<file path="src/hw/rtl/wlan_station_learner_defines.svh">
// Assertion macros for the station learner.
// Used by the top level only; needs nothing else.
`ifndef WLAN_STATION_LEARNER_DEFINES_SVH
`define WLAN_STATION_LEARNER_DEFINES_SVH

// Same-cycle implication, checked outside reset.
`define WSL_ASSERT_NOW(label, clk, rst_n, ante, cons) \
    label: assert property (@(posedge clk) disable iff (!rst_n) (ante) |-> (cons)) \
        else $error("wsl: same-cycle check failed");

// Next-cycle implication, checked outside reset.
`define WSL_ASSERT_NEXT(label, clk, rst_n, ante, cons) \
    label: assert property (@(posedge clk) disable iff (!rst_n) (ante) |=> (cons)) \
        else $error("wsl: next-cycle check failed");

`endif

</file>
<file path="src/hw/rtl/wsl_pkg.sv">
// Shared constants, codes and controller/datapath types for the station learner.
// No dependencies.
`timescale 1ns / 1ps

package wsl_pkg;

    localparam int TABLE_DEPTH = 16;
    localparam int IDX_W       = (TABLE_DEPTH > 1) ? $clog2(TABLE_DEPTH) : 1;
    localparam int CNT_W       = $clog2(TABLE_DEPTH + 1);

    localparam int CMD_W  = 2;
    localparam int LEN_W  = 16;
    localparam int CTL_W  = 8;
    localparam int ADDR_W = 48;
    localparam int STAT_W = 4;

    // APB: one 48-bit register, 8-byte stride
    localparam int PADDR_W     = 4;
    localparam int PDATA_W     = 64;
    localparam int REG_SEL_BIT = 3;
    localparam logic REG_TARGET_BSSID = 1'b0;

    localparam logic [CMD_W-1:0] CMD_FRAME = 2'd0;
    localparam logic [CMD_W-1:0] CMD_CLEAR = 2'd1;

    localparam logic [LEN_W-1:0] MIN_FRAME_LEN = 16'd60;
    localparam logic [CTL_W-1:0] TYPE_MASK     = 8'h0C;
    localparam logic [CTL_W-1:0] TYPE_DATA     = 8'h08;
    localparam logic [1:0]       DS_TO         = 2'b01;
    localparam logic [1:0]       DS_FROM       = 2'b10;
    localparam int               GROUP_BIT     = 40;

    localparam logic [STAT_W-1:0] STAT_SHORT     = 4'd0;
    localparam logic [STAT_W-1:0] STAT_NOT_DATA  = 4'd1;
    localparam logic [STAT_W-1:0] STAT_BAD_DIR   = 4'd2;
    localparam logic [STAT_W-1:0] STAT_OTHER_NET = 4'd3;
    localparam logic [STAT_W-1:0] STAT_GROUP     = 4'd4;
    localparam logic [STAT_W-1:0] STAT_KNOWN     = 4'd5;
    localparam logic [STAT_W-1:0] STAT_LEARNED   = 4'd6;
    localparam logic [STAT_W-1:0] STAT_FULL      = 4'd7;
    localparam logic [STAT_W-1:0] STAT_CLEARED   = 4'd8;
    localparam logic [STAT_W-1:0] STAT_READ      = 4'd9;

    typedef enum logic [2:0] {
        S_IDLE,
        S_DECODE,
        S_READ_WAIT,
        S_SCAN,
        S_APPEND,
        S_EMIT
    } ctrl_state_t;

    typedef enum logic [1:0] {
        KIND_FRAME,
        KIND_CLEAR,
        KIND_READ
    } cmd_kind_t;

    typedef enum logic [2:0] {
        RES_NONE,
        RES_EARLY,
        RES_CLEAR,
        RES_READ,
        RES_KNOWN,
        RES_APPEND
    } res_op_t;

    typedef enum logic {
        RD_SCAN,
        RD_ENTRY
    } rd_sel_t;

    typedef struct packed {
        logic    capture;
        logic    rd_en;
        rd_sel_t rd_sel;
        logic    scan_inc;
        res_op_t res_op;
        logic    out_load;
    } dp_cmd_t;

    typedef struct packed {
        cmd_kind_t kind;
        logic      early_reject;
        logic      count_zero;
        logic      match;
        logic      scan_last;
    } dp_stat_t;

endpackage

</file>
<file path="src/hw/rtl/wsl_datapath.sv">
// Station learner datapath: word capture, frame checks, station table, scan, results.
// Depends on wsl_pkg.
`timescale 1ns / 1ps

module wsl_datapath (
    input  logic                          clk,
    input  logic                          rst_n,
    input  wsl_pkg::dp_cmd_t              dp_cmd,
    output wsl_pkg::dp_stat_t             dp_stat,
    input  logic [wsl_pkg::ADDR_W-1:0]    target_bssid,
    input  logic [wsl_pkg::CMD_W-1:0]     command,
    input  logic [wsl_pkg::LEN_W-1:0]     frame_length,
    input  logic [wsl_pkg::CTL_W-1:0]     control_low,
    input  logic [wsl_pkg::CTL_W-1:0]     control_high,
    input  logic [wsl_pkg::ADDR_W-1:0]    addr_first,
    input  logic [wsl_pkg::ADDR_W-1:0]    addr_second,
    input  logic [wsl_pkg::IDX_W-1:0]     entry_index,
    output logic [wsl_pkg::STAT_W-1:0]    status,
    output logic [wsl_pkg::CNT_W-1:0]     station_count,
    output logic [wsl_pkg::IDX_W-1:0]     slot,
    output logic                          entry_valid,
    output logic [wsl_pkg::ADDR_W-1:0]    entry_address
);

    // captured word
    logic [wsl_pkg::CMD_W-1:0]  cmd_reg;
    logic [wsl_pkg::LEN_W-1:0]  len_reg;
    logic [wsl_pkg::CTL_W-1:0]  ctl_low_reg;
    logic [wsl_pkg::CTL_W-1:0]  ctl_high_reg;
    logic [wsl_pkg::ADDR_W-1:0] addr1_reg;
    logic [wsl_pkg::ADDR_W-1:0] addr2_reg;
    logic [wsl_pkg::IDX_W-1:0]  entry_idx_reg;

    // table and scan
    logic [wsl_pkg::ADDR_W-1:0] table_mem [wsl_pkg::TABLE_DEPTH];
    logic [wsl_pkg::ADDR_W-1:0] rd_data_reg;
    logic [wsl_pkg::IDX_W-1:0]  rd_addr;
    logic                       wr_en;
    logic [wsl_pkg::IDX_W-1:0]  scan_idx_reg;
    logic [wsl_pkg::IDX_W-1:0]  scan_idx_next;
    logic [wsl_pkg::CNT_W-1:0]  count_reg;
    logic [wsl_pkg::CNT_W-1:0]  count_next;
    logic                       table_full;

    // frame checks
    logic [1:0]                  ds;
    logic [wsl_pkg::ADDR_W-1:0]  bssid;
    logic [wsl_pkg::ADDR_W-1:0]  station;
    logic [wsl_pkg::STAT_W-1:0]  early_status;
    logic                        early_reject;
    logic                        read_hit;

    // pending result and output stage
    logic [wsl_pkg::STAT_W-1:0]  res_status_reg;
    logic [wsl_pkg::IDX_W-1:0]   res_slot_reg;
    logic                        res_valid_reg;
    logic [wsl_pkg::ADDR_W-1:0]  res_addr_reg;
    logic [wsl_pkg::STAT_W-1:0]  status_reg;
    logic [wsl_pkg::CNT_W-1:0]   count_out_reg;
    logic [wsl_pkg::IDX_W-1:0]   slot_reg;
    logic                        entry_valid_reg;
    logic [wsl_pkg::ADDR_W-1:0]  entry_address_reg;

    always_ff @(posedge clk)
    begin
        if (dp_cmd.capture)
        begin
            cmd_reg       <= command;
            len_reg       <= frame_length;
            ctl_low_reg   <= control_low;
            ctl_high_reg  <= control_high;
            addr1_reg     <= addr_first;
            addr2_reg     <= addr_second;
            entry_idx_reg <= entry_index;
        end
    end

    always_comb
    begin
        ds = ctl_high_reg[1:0];
        if (ds == wsl_pkg::DS_TO)
        begin
            bssid   = addr1_reg;
            station = addr2_reg;
        end
        else
        begin
            bssid   = addr2_reg;
            station = addr1_reg;
        end

        early_reject = 1'b1;
        early_status = wsl_pkg::STAT_SHORT;
        if (len_reg < wsl_pkg::MIN_FRAME_LEN)
        begin
            early_status = wsl_pkg::STAT_SHORT;
        end
        else if ((ctl_low_reg & wsl_pkg::TYPE_MASK) != wsl_pkg::TYPE_DATA)
        begin
            early_status = wsl_pkg::STAT_NOT_DATA;
        end
        else if (ds != wsl_pkg::DS_TO && ds != wsl_pkg::DS_FROM)
        begin
            early_status = wsl_pkg::STAT_BAD_DIR;
        end
        else if (bssid != target_bssid)
        begin
            early_status = wsl_pkg::STAT_OTHER_NET;
        end
        else if (station[wsl_pkg::GROUP_BIT])
        begin
            early_status = wsl_pkg::STAT_GROUP;
        end
        else
        begin
            early_reject = 1'b0;
        end
    end

    always_comb
    begin
        case (cmd_reg)
            wsl_pkg::CMD_FRAME: dp_stat.kind = wsl_pkg::KIND_FRAME;
            wsl_pkg::CMD_CLEAR: dp_stat.kind = wsl_pkg::KIND_CLEAR;
            default:            dp_stat.kind = wsl_pkg::KIND_READ;
        endcase
        dp_stat.early_reject = early_reject;
        dp_stat.count_zero   = (count_reg == '0);
        dp_stat.match        = (rd_data_reg == station);
        dp_stat.scan_last    = (wsl_pkg::CNT_W'(scan_idx_reg) + wsl_pkg::CNT_W'(1)) >= count_reg;
    end

    assign table_full = (count_reg >= wsl_pkg::CNT_W'(wsl_pkg::TABLE_DEPTH));
    assign read_hit   = (wsl_pkg::CNT_W'(entry_idx_reg) < count_reg);
    assign wr_en      = (dp_cmd.res_op == wsl_pkg::RES_APPEND) && !table_full;

    always_comb
    begin
        if (dp_cmd.rd_sel == wsl_pkg::RD_ENTRY)
        begin
            rd_addr = entry_idx_reg;
        end
        else if (dp_cmd.scan_inc)
        begin
            rd_addr = scan_idx_reg + wsl_pkg::IDX_W'(1);
        end
        else
        begin
            rd_addr = scan_idx_reg;
        end
    end

    // table: one write port, one registered read port
    always_ff @(posedge clk)
    begin
        if (wr_en)
        begin
            table_mem[count_reg[wsl_pkg::IDX_W-1:0]] <= station;
        end
    end

    always_ff @(posedge clk)
    begin
        if (dp_cmd.rd_en)
        begin
            rd_data_reg <= table_mem[rd_addr];
        end
    end

    always_comb
    begin
        scan_idx_next = scan_idx_reg;
        if (dp_cmd.capture)
        begin
            scan_idx_next = '0;
        end
        else if (dp_cmd.scan_inc)
        begin
            scan_idx_next = scan_idx_reg + wsl_pkg::IDX_W'(1);
        end

        count_next = count_reg;
        if (dp_cmd.res_op == wsl_pkg::RES_CLEAR)
        begin
            count_next = '0;
        end
        else if (wr_en)
        begin
            count_next = count_reg + wsl_pkg::CNT_W'(1);
        end
    end

    always_ff @(posedge clk or negedge rst_n)
    begin
        if (!rst_n)
        begin
            scan_idx_reg <= '0;
            count_reg    <= '0;
        end
        else
        begin
            scan_idx_reg <= scan_idx_next;
            count_reg    <= count_next;
        end
    end

    always_ff @(posedge clk)
    begin
        case (dp_cmd.res_op)
            wsl_pkg::RES_EARLY:
            begin
                res_status_reg <= early_status;
                res_slot_reg   <= '0;
                res_valid_reg  <= 1'b0;
                res_addr_reg   <= '0;
            end
            wsl_pkg::RES_CLEAR:
            begin
                res_status_reg <= wsl_pkg::STAT_CLEARED;
                res_slot_reg   <= '0;
                res_valid_reg  <= 1'b0;
                res_addr_reg   <= '0;
            end
            wsl_pkg::RES_READ:
            begin
                res_status_reg <= wsl_pkg::STAT_READ;
                res_slot_reg   <= '0;
                res_valid_reg  <= read_hit;
                res_addr_reg   <= read_hit ? rd_data_reg : '0;
            end
            wsl_pkg::RES_KNOWN:
            begin
                res_status_reg <= wsl_pkg::STAT_KNOWN;
                res_slot_reg   <= scan_idx_reg;
                res_valid_reg  <= 1'b0;
                res_addr_reg   <= '0;
            end
            wsl_pkg::RES_APPEND:
            begin
                res_status_reg <= table_full ? wsl_pkg::STAT_FULL : wsl_pkg::STAT_LEARNED;
                res_slot_reg   <= table_full ? '0 : count_reg[wsl_pkg::IDX_W-1:0];
                res_valid_reg  <= 1'b0;
                res_addr_reg   <= '0;
            end
            default:
            begin
                res_status_reg <= res_status_reg;
            end
        endcase
    end

    always_ff @(posedge clk)
    begin
        if (dp_cmd.out_load)
        begin
            status_reg        <= res_status_reg;
            count_out_reg     <= count_reg;
            slot_reg          <= res_slot_reg;
            entry_valid_reg   <= res_valid_reg;
            entry_address_reg <= res_addr_reg;
        end
    end

    assign status        = status_reg;
    assign station_count = count_out_reg;
    assign slot          = slot_reg;
    assign entry_valid   = entry_valid_reg;
    assign entry_address = entry_address_reg;

endmodule

</file>
<file path="src/hw/rtl/wsl_ctrl.sv">
// Station learner controller: sequences decode, table scan, append and result hand-off.
// Depends on wsl_pkg.
`timescale 1ns / 1ps

module wsl_ctrl (
    input  logic              clk,
    input  logic              rst_n,
    input  logic              cmd_valid,
    output logic              cmd_stall,
    output logic              rsp_valid,
    input  logic              rsp_stall,
    input  wsl_pkg::dp_stat_t dp_stat,
    output wsl_pkg::dp_cmd_t  dp_cmd
);

    wsl_pkg::ctrl_state_t state_reg;
    wsl_pkg::ctrl_state_t state_next;
    logic                 out_valid_reg;
    logic                 out_valid_next;
    logic                 out_free;

    assign out_free = !out_valid_reg || !rsp_stall;

    always_comb
    begin
        state_next = state_reg;
        case (state_reg)
            wsl_pkg::S_IDLE:
            begin
                if (cmd_valid)
                begin
                    state_next = wsl_pkg::S_DECODE;
                end
            end
            wsl_pkg::S_DECODE:
            begin
                case (dp_stat.kind)
                    wsl_pkg::KIND_CLEAR: state_next = wsl_pkg::S_EMIT;
                    wsl_pkg::KIND_READ:  state_next = wsl_pkg::S_READ_WAIT;
                    default:
                    begin
                        if (dp_stat.early_reject)
                        begin
                            state_next = wsl_pkg::S_EMIT;
                        end
                        else if (dp_stat.count_zero)
                        begin
                            state_next = wsl_pkg::S_APPEND;
                        end
                        else
                        begin
                            state_next = wsl_pkg::S_SCAN;
                        end
                    end
                endcase
            end
            wsl_pkg::S_READ_WAIT:
            begin
                state_next = wsl_pkg::S_EMIT;
            end
            wsl_pkg::S_SCAN:
            begin
                if (dp_stat.match)
                begin
                    state_next = wsl_pkg::S_EMIT;
                end
                else if (dp_stat.scan_last)
                begin
                    state_next = wsl_pkg::S_APPEND;
                end
            end
            wsl_pkg::S_APPEND:
            begin
                state_next = wsl_pkg::S_EMIT;
            end
            wsl_pkg::S_EMIT:
            begin
                if (out_free)
                begin
                    state_next = wsl_pkg::S_IDLE;
                end
            end
            default:
            begin
                state_next = wsl_pkg::S_IDLE;
            end
        endcase
    end

    always_comb
    begin
        dp_cmd          = '0;
        dp_cmd.rd_sel   = wsl_pkg::RD_SCAN;
        dp_cmd.res_op   = wsl_pkg::RES_NONE;
        cmd_stall       = 1'b1;
        case (state_reg)
            wsl_pkg::S_IDLE:
            begin
                cmd_stall      = 1'b0;
                dp_cmd.capture = cmd_valid;
            end
            wsl_pkg::S_DECODE:
            begin
                case (dp_stat.kind)
                    wsl_pkg::KIND_CLEAR:
                    begin
                        dp_cmd.res_op = wsl_pkg::RES_CLEAR;
                    end
                    wsl_pkg::KIND_READ:
                    begin
                        dp_cmd.rd_en  = 1'b1;
                        dp_cmd.rd_sel = wsl_pkg::RD_ENTRY;
                    end
                    default:
                    begin
                        if (dp_stat.early_reject)
                        begin
                            dp_cmd.res_op = wsl_pkg::RES_EARLY;
                        end
                        else if (!dp_stat.count_zero)
                        begin
                            dp_cmd.rd_en = 1'b1;
                        end
                    end
                endcase
            end
            wsl_pkg::S_READ_WAIT:
            begin
                dp_cmd.res_op = wsl_pkg::RES_READ;
            end
            wsl_pkg::S_SCAN:
            begin
                if (dp_stat.match)
                begin
                    dp_cmd.res_op = wsl_pkg::RES_KNOWN;
                end
                else if (!dp_stat.scan_last)
                begin
                    dp_cmd.scan_inc = 1'b1;
                    dp_cmd.rd_en    = 1'b1;
                end
            end
            wsl_pkg::S_APPEND:
            begin
                dp_cmd.res_op = wsl_pkg::RES_APPEND;
            end
            wsl_pkg::S_EMIT:
            begin
                dp_cmd.out_load = out_free;
            end
            default:
            begin
                cmd_stall = 1'b1;
            end
        endcase
    end

    always_comb
    begin
        if (dp_cmd.out_load)
        begin
            out_valid_next = 1'b1;
        end
        else
        begin
            out_valid_next = out_valid_reg && rsp_stall;
        end
    end

    always_ff @(posedge clk or negedge rst_n)
    begin
        if (!rst_n)
        begin
            state_reg     <= wsl_pkg::S_IDLE;
            out_valid_reg <= 1'b0;
        end
        else
        begin
            state_reg     <= state_next;
            out_valid_reg <= out_valid_next;
        end
    end

    assign rsp_valid = out_valid_reg;

endmodule

</file>
<file path="src/hw/rtl/wlan_station_learner.sv">
// Top level of the passive station learner: APB target register, controller, datapath.
// Depends on wsl_pkg, wsl_ctrl, wsl_datapath and wlan_station_learner_defines.svh.
`timescale 1ns / 1ps
`include "wlan_station_learner_defines.svh"

//  channel   | handshake              | payload
//  ----------+------------------------+--------------------------------------------
//  command   | cmd_valid / cmd_stall  | command, frame_length, control_low,
//            |                        | control_high, addr_first, addr_second, entry_index
//  response  | rsp_valid / rsp_stall  | status, station_count, slot, entry_valid,
//            |                        | entry_address
//  config    | APB psel/penable/...   | target_bssid at byte address 0 (64-bit data)
//
// A frame is checked against the stored stations one table entry per cycle, until a match
// or the last stored entry; a rejected frame, a clear or a read skips the scan.
// Reset (rst_n low, async) empties the table count and the target; entries are kept
// and only looked at below the count.
// Up to two words inside: a stalled response waits in the output register while the
// next word is worked on; that word's result then holds cmd_stall high until it moves.

module wlan_station_learner (
    input  logic                           clk,
    input  logic                           rst_n,

    // APB configuration port
    input  logic                           psel,
    input  logic                           penable,
    input  logic                           pwrite,
    input  logic [wsl_pkg::PADDR_W-1:0]    paddr,
    input  logic [wsl_pkg::PDATA_W-1:0]    pwdata,
    output logic [wsl_pkg::PDATA_W-1:0]    prdata,
    output logic                           pready,

    // command channel
    input  logic                           cmd_valid,
    output logic                           cmd_stall,
    input  logic [wsl_pkg::CMD_W-1:0]      command,
    input  logic [wsl_pkg::LEN_W-1:0]      frame_length,
    input  logic [wsl_pkg::CTL_W-1:0]      control_low,
    input  logic [wsl_pkg::CTL_W-1:0]      control_high,
    input  logic [wsl_pkg::ADDR_W-1:0]     addr_first,
    input  logic [wsl_pkg::ADDR_W-1:0]     addr_second,
    input  logic [wsl_pkg::IDX_W-1:0]      entry_index,

    // response channel
    output logic                           rsp_valid,
    input  logic                           rsp_stall,
    output logic [wsl_pkg::STAT_W-1:0]     status,
    output logic [wsl_pkg::CNT_W-1:0]      station_count,
    output logic [wsl_pkg::IDX_W-1:0]      slot,
    output logic                           entry_valid,
    output logic [wsl_pkg::ADDR_W-1:0]     entry_address
);

    logic [wsl_pkg::ADDR_W-1:0] target_bssid_reg;
    logic [wsl_pkg::ADDR_W-1:0] target_bssid_next;
    logic                       apb_write;
    logic                       sel_target;
    wsl_pkg::dp_cmd_t           dp_cmd;
    wsl_pkg::dp_stat_t          dp_stat;

    // APB: zero-wait, single 48-bit register; writes elsewhere are dropped
    assign pready     = 1'b1;
    assign sel_target = (paddr[wsl_pkg::REG_SEL_BIT] == wsl_pkg::REG_TARGET_BSSID);
    assign apb_write  = psel && penable && pwrite && pready;

    always_comb
    begin
        target_bssid_next = target_bssid_reg;
        if (apb_write && sel_target)
        begin
            target_bssid_next = pwdata[wsl_pkg::ADDR_W-1:0];
        end
    end

    always_ff @(posedge clk or negedge rst_n)
    begin
        if (!rst_n)
        begin
            target_bssid_reg <= '0;
        end
        else
        begin
            target_bssid_reg <= target_bssid_next;
        end
    end

    assign prdata = sel_target
                    ? {{(wsl_pkg::PDATA_W - wsl_pkg::ADDR_W){1'b0}}, target_bssid_reg}
                    : '0;

    wsl_ctrl u_ctrl (
        .clk       (clk),
        .rst_n     (rst_n),
        .cmd_valid (cmd_valid),
        .cmd_stall (cmd_stall),
        .rsp_valid (rsp_valid),
        .rsp_stall (rsp_stall),
        .dp_stat   (dp_stat),
        .dp_cmd    (dp_cmd)
    );

    wsl_datapath u_datapath (
        .clk           (clk),
        .rst_n         (rst_n),
        .dp_cmd        (dp_cmd),
        .dp_stat       (dp_stat),
        .target_bssid  (target_bssid_reg),
        .command       (command),
        .frame_length  (frame_length),
        .control_low   (control_low),
        .control_high  (control_high),
        .addr_first    (addr_first),
        .addr_second   (addr_second),
        .entry_index   (entry_index),
        .status        (status),
        .station_count (station_count),
        .slot          (slot),
        .entry_valid   (entry_valid),
        .entry_address (entry_address)
    );

    // a taken command word closes the input until its response is handed off
    `WSL_ASSERT_NEXT(a_busy_after_accept, clk, rst_n, cmd_valid && !cmd_stall, cmd_stall)

    // count never runs past the table
    `WSL_ASSERT_NOW(a_count_bound, clk, rst_n, rsp_valid,
                    station_count <= wsl_pkg::CNT_W'(wsl_pkg::TABLE_DEPTH))

    // a newly learned station always lands in the last occupied slot
    `WSL_ASSERT_NOW(a_learned_slot, clk, rst_n,
                    rsp_valid && status == wsl_pkg::STAT_LEARNED,
                    wsl_pkg::CNT_W'(slot) + wsl_pkg::CNT_W'(1) == station_count)

    // only a read hands back a table entry
    `WSL_ASSERT_NOW(a_entry_only_on_read, clk, rst_n, rsp_valid && entry_valid,
                    status == wsl_pkg::STAT_READ)

endmodule
</file>
<file path="config.mk">
export PLATFORM = sky130hd
export DESIGN_NAME = wlan_station_learner
export DESIGN_NICKNAME = d
export VERILOG_FILES = /design/src/hw/rtl/wsl_pkg.sv /design/src/hw/rtl/wsl_datapath.sv /design/src/hw/rtl/wsl_ctrl.sv /design/src/hw/rtl/wlan_station_learner.sv
export VERILOG_INCLUDE_DIRS = /design/src /design/src/hw/rtl
export SDC_FILE = /design/constraint.sdc
export NUM_CORES = 1
export LEC_CHECK = 0
export BUFFER_PORTS_ARGS = -buffer_cell sky130_fd_sc_hd__buf_2
export CAP_MARGIN = 10
export CORE_ASPECT_RATIO = 2
export CORE_MARGIN = 1.5
export CORE_UTILIZATION = 30
export CTS_CLUSTER_DIAMETER = 30
export CTS_CLUSTER_SIZE = 10
export DETAILED_ROUTE_END_ITERATION = 6
export PLACE_DENSITY_LB_ADDON = 0.15
export SYNTH_ARGS = -nofsm -noshare
export SYNTH_HDL_FRONTEND = slang
export SYNTH_HIERARCHICAL = 1
export SYNTH_SLANG_ARGS = --single-unit
export TNS_END_PERCENT = 10
</file>
<file path="constraint.sdc">
create_clock -name clk -period 9.1 [get_ports clk]
set_input_delay 0.91 -clock clk [delete_from_list [all_inputs] [get_ports clk]]
set_output_delay 0.91 -clock clk [all_outputs]
set_load 0.03 [all_outputs]
</file>
== Yosys cells after proc, flatten, opt, wreduce, memory -nomap -nowiden ==
Memory sizes are Yosys's and may differ from the RTL's. A register that Yosys moved wholly into a read port is not among the register bits.
Cells that the tools add are included.

* Register bits: 304
* Memories: 1
* Input port bits: 209
* Word-level logic and storage cells: 126
* RAM bits: 768

{| class="wikitable"
|+ Memories
! memory !! words !! width !! rd ports !! clocked after Yosys merged registers in !! write ports !! line !! source
|-
| u_datapath.table_mem || 16 || 48 || 1 || 1 || 1 || wsl_datapath.sv:35 || <nowiki>logic [wsl_pkg::ADDR_W-1:0] table_mem [wsl_pkg::TABLE_DEPTH];</nowiki>
|}

* Reductions and logical operators: 21
* Muxes and demuxes: 53
* $lt $le $gt $ge: 4
* Equal/unequal tests: 22
* Bitwise operators: 1
* $add $sub $neg: 3

{| class="wikitable"
|+ Operator list
! operator !! count
|-
| 2-to-1 mux 48 bit || 4
|-
| one-hot mux 48 bit (2 select lines) || 1
|-
| equality test 48 bit || 1
|-
| != test 48 bit || 1
|-
| 2-to-1 mux 4 bit || 8
|-
| 2-to-1 mux 3 bit || 8
|-
| 2-to-1 mux 1 bit || 20
|-
| one-hot mux 4 bit (5 select lines) || 1
|-
| less-than comparator 16 x 6 -> 1 bit, second input constant || 1
|-
| one-hot mux 3 bit (5 select lines) || 1
|-
| equality test 3 x 2 -> 1 bit, second input constant || 4
|-
| equality test 3 bit, second input constant || 4
|-
| one-hot mux 3 bit (2 select lines) || 2
|-
| one-hot mux 3 bit (4 select lines) || 1
|-
| one-hot mux 4 bit (3 select lines) || 1
|-
| 2-to-1 mux 5 bit || 2
|-
| equality test 2 x 1 -> 1 bit, second input constant || 3
|-
| equality test 3 x 1 -> 1 bit, second input constant || 2
|-
| logical AND 1 bit || 6
|-
| != test 2 bit, second input constant || 3
|-
| one-hot mux 1 bit (2 select lines) || 3
|-
| adder 4 x 1 -> 5 bit, second input constant || 1
|-
| adder 5 x 1 -> 5 bit, second input constant || 1
|-
| >= comparator 5 bit || 1
|-
| other kinds (20) || 24
|}

== Depth between registers and ports, before layout ==
* Word-level depth: 14
* Gate-level depth with buffers: 21
* Gate-level depth less buffers: 15

== Cells and area by module ==
The synthesis kept the hierarchy.

{| class="wikitable"
|+ Modules (own cells, without submodules)
! module !! cells each !! seq. area each (um2) !! instances !! area an instance (um2)
|-
| wsl_datapath || 1939 || 31905.6 || 1 || 41305.9
|-
| wlan_station_learner || 174 || 1201.2 || 1 || 2339.7
|-
| wsl_ctrl || 50 || 100.1 || 1 || 396.6
|}

== Worst setup path after synthesis ==
Ideal clock, no wire load.

* Kind: reg-to-reg
* Start point: reg u_ctrl.state_reg[2]
* End point: reg u_datapath/addr1_reg[0] (netlist name), enable pin
* Path slack: 2255 ps
* Data required time: 8493 ps
* Arrival time: 6238 ps
* Stages on the path, launching flop included: 4
* Buffers on the path: 1
* Period minus slack after synthesis: 6845 ps
* Cells stage by stage: dfrtp_1 buf_6 or3_1 nor2_1

{| class="wikitable"
|+ RTL lines
! item !! line !! source
|-
| start: declaration || wsl_ctrl.sv:16 || <nowiki>wsl_pkg::ctrl_state_t state_reg;</nowiki>
|-
| start signal: assignment || wsl_ctrl.sv:174 || <nowiki>state_reg <= wsl_pkg::S_IDLE;</nowiki>
|-
| start signal: assignment || wsl_ctrl.sv:179 || <nowiki>state_reg <= state_next;</nowiki>
|-
| end signal: assignment || wsl_datapath.sv:72 || <nowiki>addr1_reg <= addr_first;</nowiki>
|-
| end: declaration || wsl_datapath.sv:30 || <nowiki>logic [wsl_pkg::ADDR_W-1:0] addr1_reg;</nowiki>
|}

==> impl_metrics.ini <==
[global_route]
grt_overflow_total = 0
antenna_found_initial = 4
grt_pass1_vias = 23502
use_met1_pct = 18.23
grt_pass1_wl_um = 166300
met2_usage_pct = 28.58
grt_max_degree = 71
use_met3_pct = 2.484
top_usage_layer = met2
grt_usage_pct = 15.65

[finish]
syn_to_final_growth_pct = 21.32
num-nets-final = 2816
drive_above_1_share_pct = 33.89
largest_reg_flops = 768

[job]
cap_violations = 0

[sta]
worst_pin_slew_ns = 1.116
fin_worst_skew_ns = 0.06178
final-setup-viol-count = 0
slew_headroom_pct = 24.93
hold_slack_ns = 0.3147
fin_tns_setup_ns = 0
slew_viol_final = 0
rsz0062_at_grt = false
fmax_mhz = 145.6
hold_violations = 0
fin_ws_ns = 2.232
fin_crit_ns = 6.868
fin_crit_sh_pct = 75.47

[power]
vdd_drop_max_uv = 161.1
p_leak_uw = 0.01855
power_uw = 15860
power_density_mw_per_mm2 = 296.9

[clock_tree]
cts_tree = yes
path_clk_slew_ns = 0.05
h-tree-depth = 4
clockBufferDepth = 4
cts_buffers = 171
worstSkewPairLatency_ns = 0.79
post_cts_buffers = 0
cts_root_buf = clkbuf_16
cts_sinks = 1116
ctsResizeCount = 0

[yosys]
synth_top_area_share_pct = 71.93
synth-main-ff-cell = edfxtp_1
ys_types = 51
ys_top_cells_by_count = 1055 x edfxtp_1, 192 x mux4_2, 105 x nor2b_1
ys_top_cells_by_area = edfxtp_1 72%, mux4_2 9.8%, dfrtp_1 3.5%
synth_edf_count = 1055
yosysWarnings = 6
synth_cells = 2163
yosys.area.top_type = edfxtp_1
ys_seq_area_share_pct = 75.40
avgSynthCellArea_um2 = 20.36
netlist_area_mm2 = 0.04404
synth.most_common_cell = edfxtp_1
ys_ff_latch = 1116
async_flop_share_pct = 5.466

[floorplan]
initial_core_util_pct = 30.23
fp-row-count = 198
die_x_um = 273.9
io_pins = 338
dieHeight_um = 544.9
coreArea_mm2 = 0.1457
dieArea_mm2 = 0.1493

[critical_path]
end_kind = register
crit_fanout = 26
critical_path_class = reg -> reg
cp.required_ns = 9.54
arrival_ns = 7.31
worstSetupStartpointType = register

[route]
first_pass_iters = 5
drtIter0Drc = 1280
post_drt_wl_per_cell_um = 25.35
avgViaCountPerCell = 4.653
vias = 21387
wl_um = 116500
drtAntennaViolNets = 0
drcViolationCount = 0

[place]
io_buffers = 287
gp_congestion = 0.7646
pre_cts_ws_ns = 1.961
hpwl_um = 73500

[outcome]
status = finished clean

[worst_hold_path]
worstHoldPathType = in -> reg
-- power breakdown --
| part | total, uW | switching, uW | leakage [uW] | internal [uW] |
|---|---|---|---|---|
| Sequential | 6740 | 215 | 0.0103 | 6530 |
| Combinational | 2980 | 1880 | 0.00564 | 1100 |
| Clock | 6140 | 2290 | 0.00257 | 3850 |
-- stage by stage --
step                      utilization (%)  cell area, um2  std cells
after floorplan                         -           44100       2178
after global placement              33.03           48110       4314
after detailed placement            33.03           48110       4314
after CTS                           36.68           53430       4594
after global routing                36.68           53430       4595
final                               36.68           53430       4596
-- worst paths after layout --
path | start | end | slack [ns] | cells past startpoint
worst min-delay path | addr_second[6] | u_datapath/addr2_reg[6] | 0.31 | 1
worst min register to register | u_datapath/res_addr_reg[6] | u_datapath/entry_address[6] | 0.41 | 0
max in group asynchronous | rst_n | u_ctrl/rsp_valid | 7.57 | 3
min in group asynchronous | rst_n | target_bssid_reg[16] | 0.54 | 2
worst max register to register | u_datapath/ctl_high_reg[1] | u_datapath/table_mem[11][34] | 2.23 | 18
worst max-delay path | u_datapath/ctl_high_reg[1] | u_datapath/table_mem[11][34] | 2.23 | 18
-- cells in the final DEF, fill, tap and decap left out, drive strengths merged, types with 2 or more instances in the layout --
cell type / synthesis / layout
nor2: 17 / 17
clkbuf: 37 / 200
and2b: 2 / 2
a211oi: 48 / 48
dfrtp: 61 / 61
nand3: 6 / 6
a22oi: 2 / 2
a21oi: 59 / 59
nand2: 12 / 12
edfxtp: 1055 / 1055
mux4: 192 / 192
clkinvlp: 0 / 12
o31ai: 2 / 2
bufinv: 0 / 13
or3: 2 / 2
a21o: 5 / 5
mux2: 99 / 99
ha: 19 / 19
conb: 2 / 17
clkinv: 0 / 46
nor2b: 105 / 105
mux2i: 99 / 99
diode: 0 / 2
nor3: 5 / 5
and2: 56 / 56
o21ai: 6 / 6
inv: 19 / 27
nor4: 28 / 28
xor2: 49 / 49
and3: 9 / 9
nand2b: 3 / 3
nor3b: 3 / 3
nand3b: 2 / 2
xnor2: 55 / 55
buf: 80 / 353
nand4: 10 / 10
-- logic make-up after synthesis --
group	Yosys count	share of synthesized area [%]
AO/OA/AOI/OAI	131	1.878
flip-flops	1116	75.40
buffers and inverters	136	1.665
AND/OR/NAND/NOR	265	3.656
other	2	0.01705
XOR/XNOR	104	2.068
adder cells (fa/ha/maj)	19	0.5398
multiplexers	390	14.78
-- what timing repair did --
item                       in CTS  in global routing
hold buffers                    1                  0
hold endpoints to repair       12                  0
setup endpoints to repair       0                  0
-- final cells by class --
class                      count  area, um2
fill                       13542      92240
sequential                  1116      33210
multi-input combinational    926      10270
clock buffer                 200       4461
tap                         1900       2377
timing repair buffer         354       2195
clock inverter                79      842.1
inverter                      19      71.32
antenna                        2      5.005
-- critical path, cell delays in order (launching register included) --
cell      delay, ns
edfxtp_1       0.35
inv_1          0.09
ha_2           0.62
buf_4          0.30
mux2_2         0.52
xor2_1         0.21
nor4_1         0.95
nand4_1        0.24
nor3_1         0.24
buf_4          0.22
inv_1          0.05
o21ai_0        0.16
buf_4          0.19
nand3_1        0.29
nor2_1         0.44
nand2_1        0.13
nor2_1         0.25
and2_2         0.87
buf_12         0.34
-- per-layer routing --
| metal | share of wire, % | vias to the layer above |
|---|---|---|
| li1 | - | 9509 |
| met1 | 39 | 11068 |
| met2 | 53 | 592 |
| met3 | 4.0 | 214 |
| met4 | 3.5 | 4 |
| met5 | 0.018 | - |
Power figures use the tool's default switching activity.
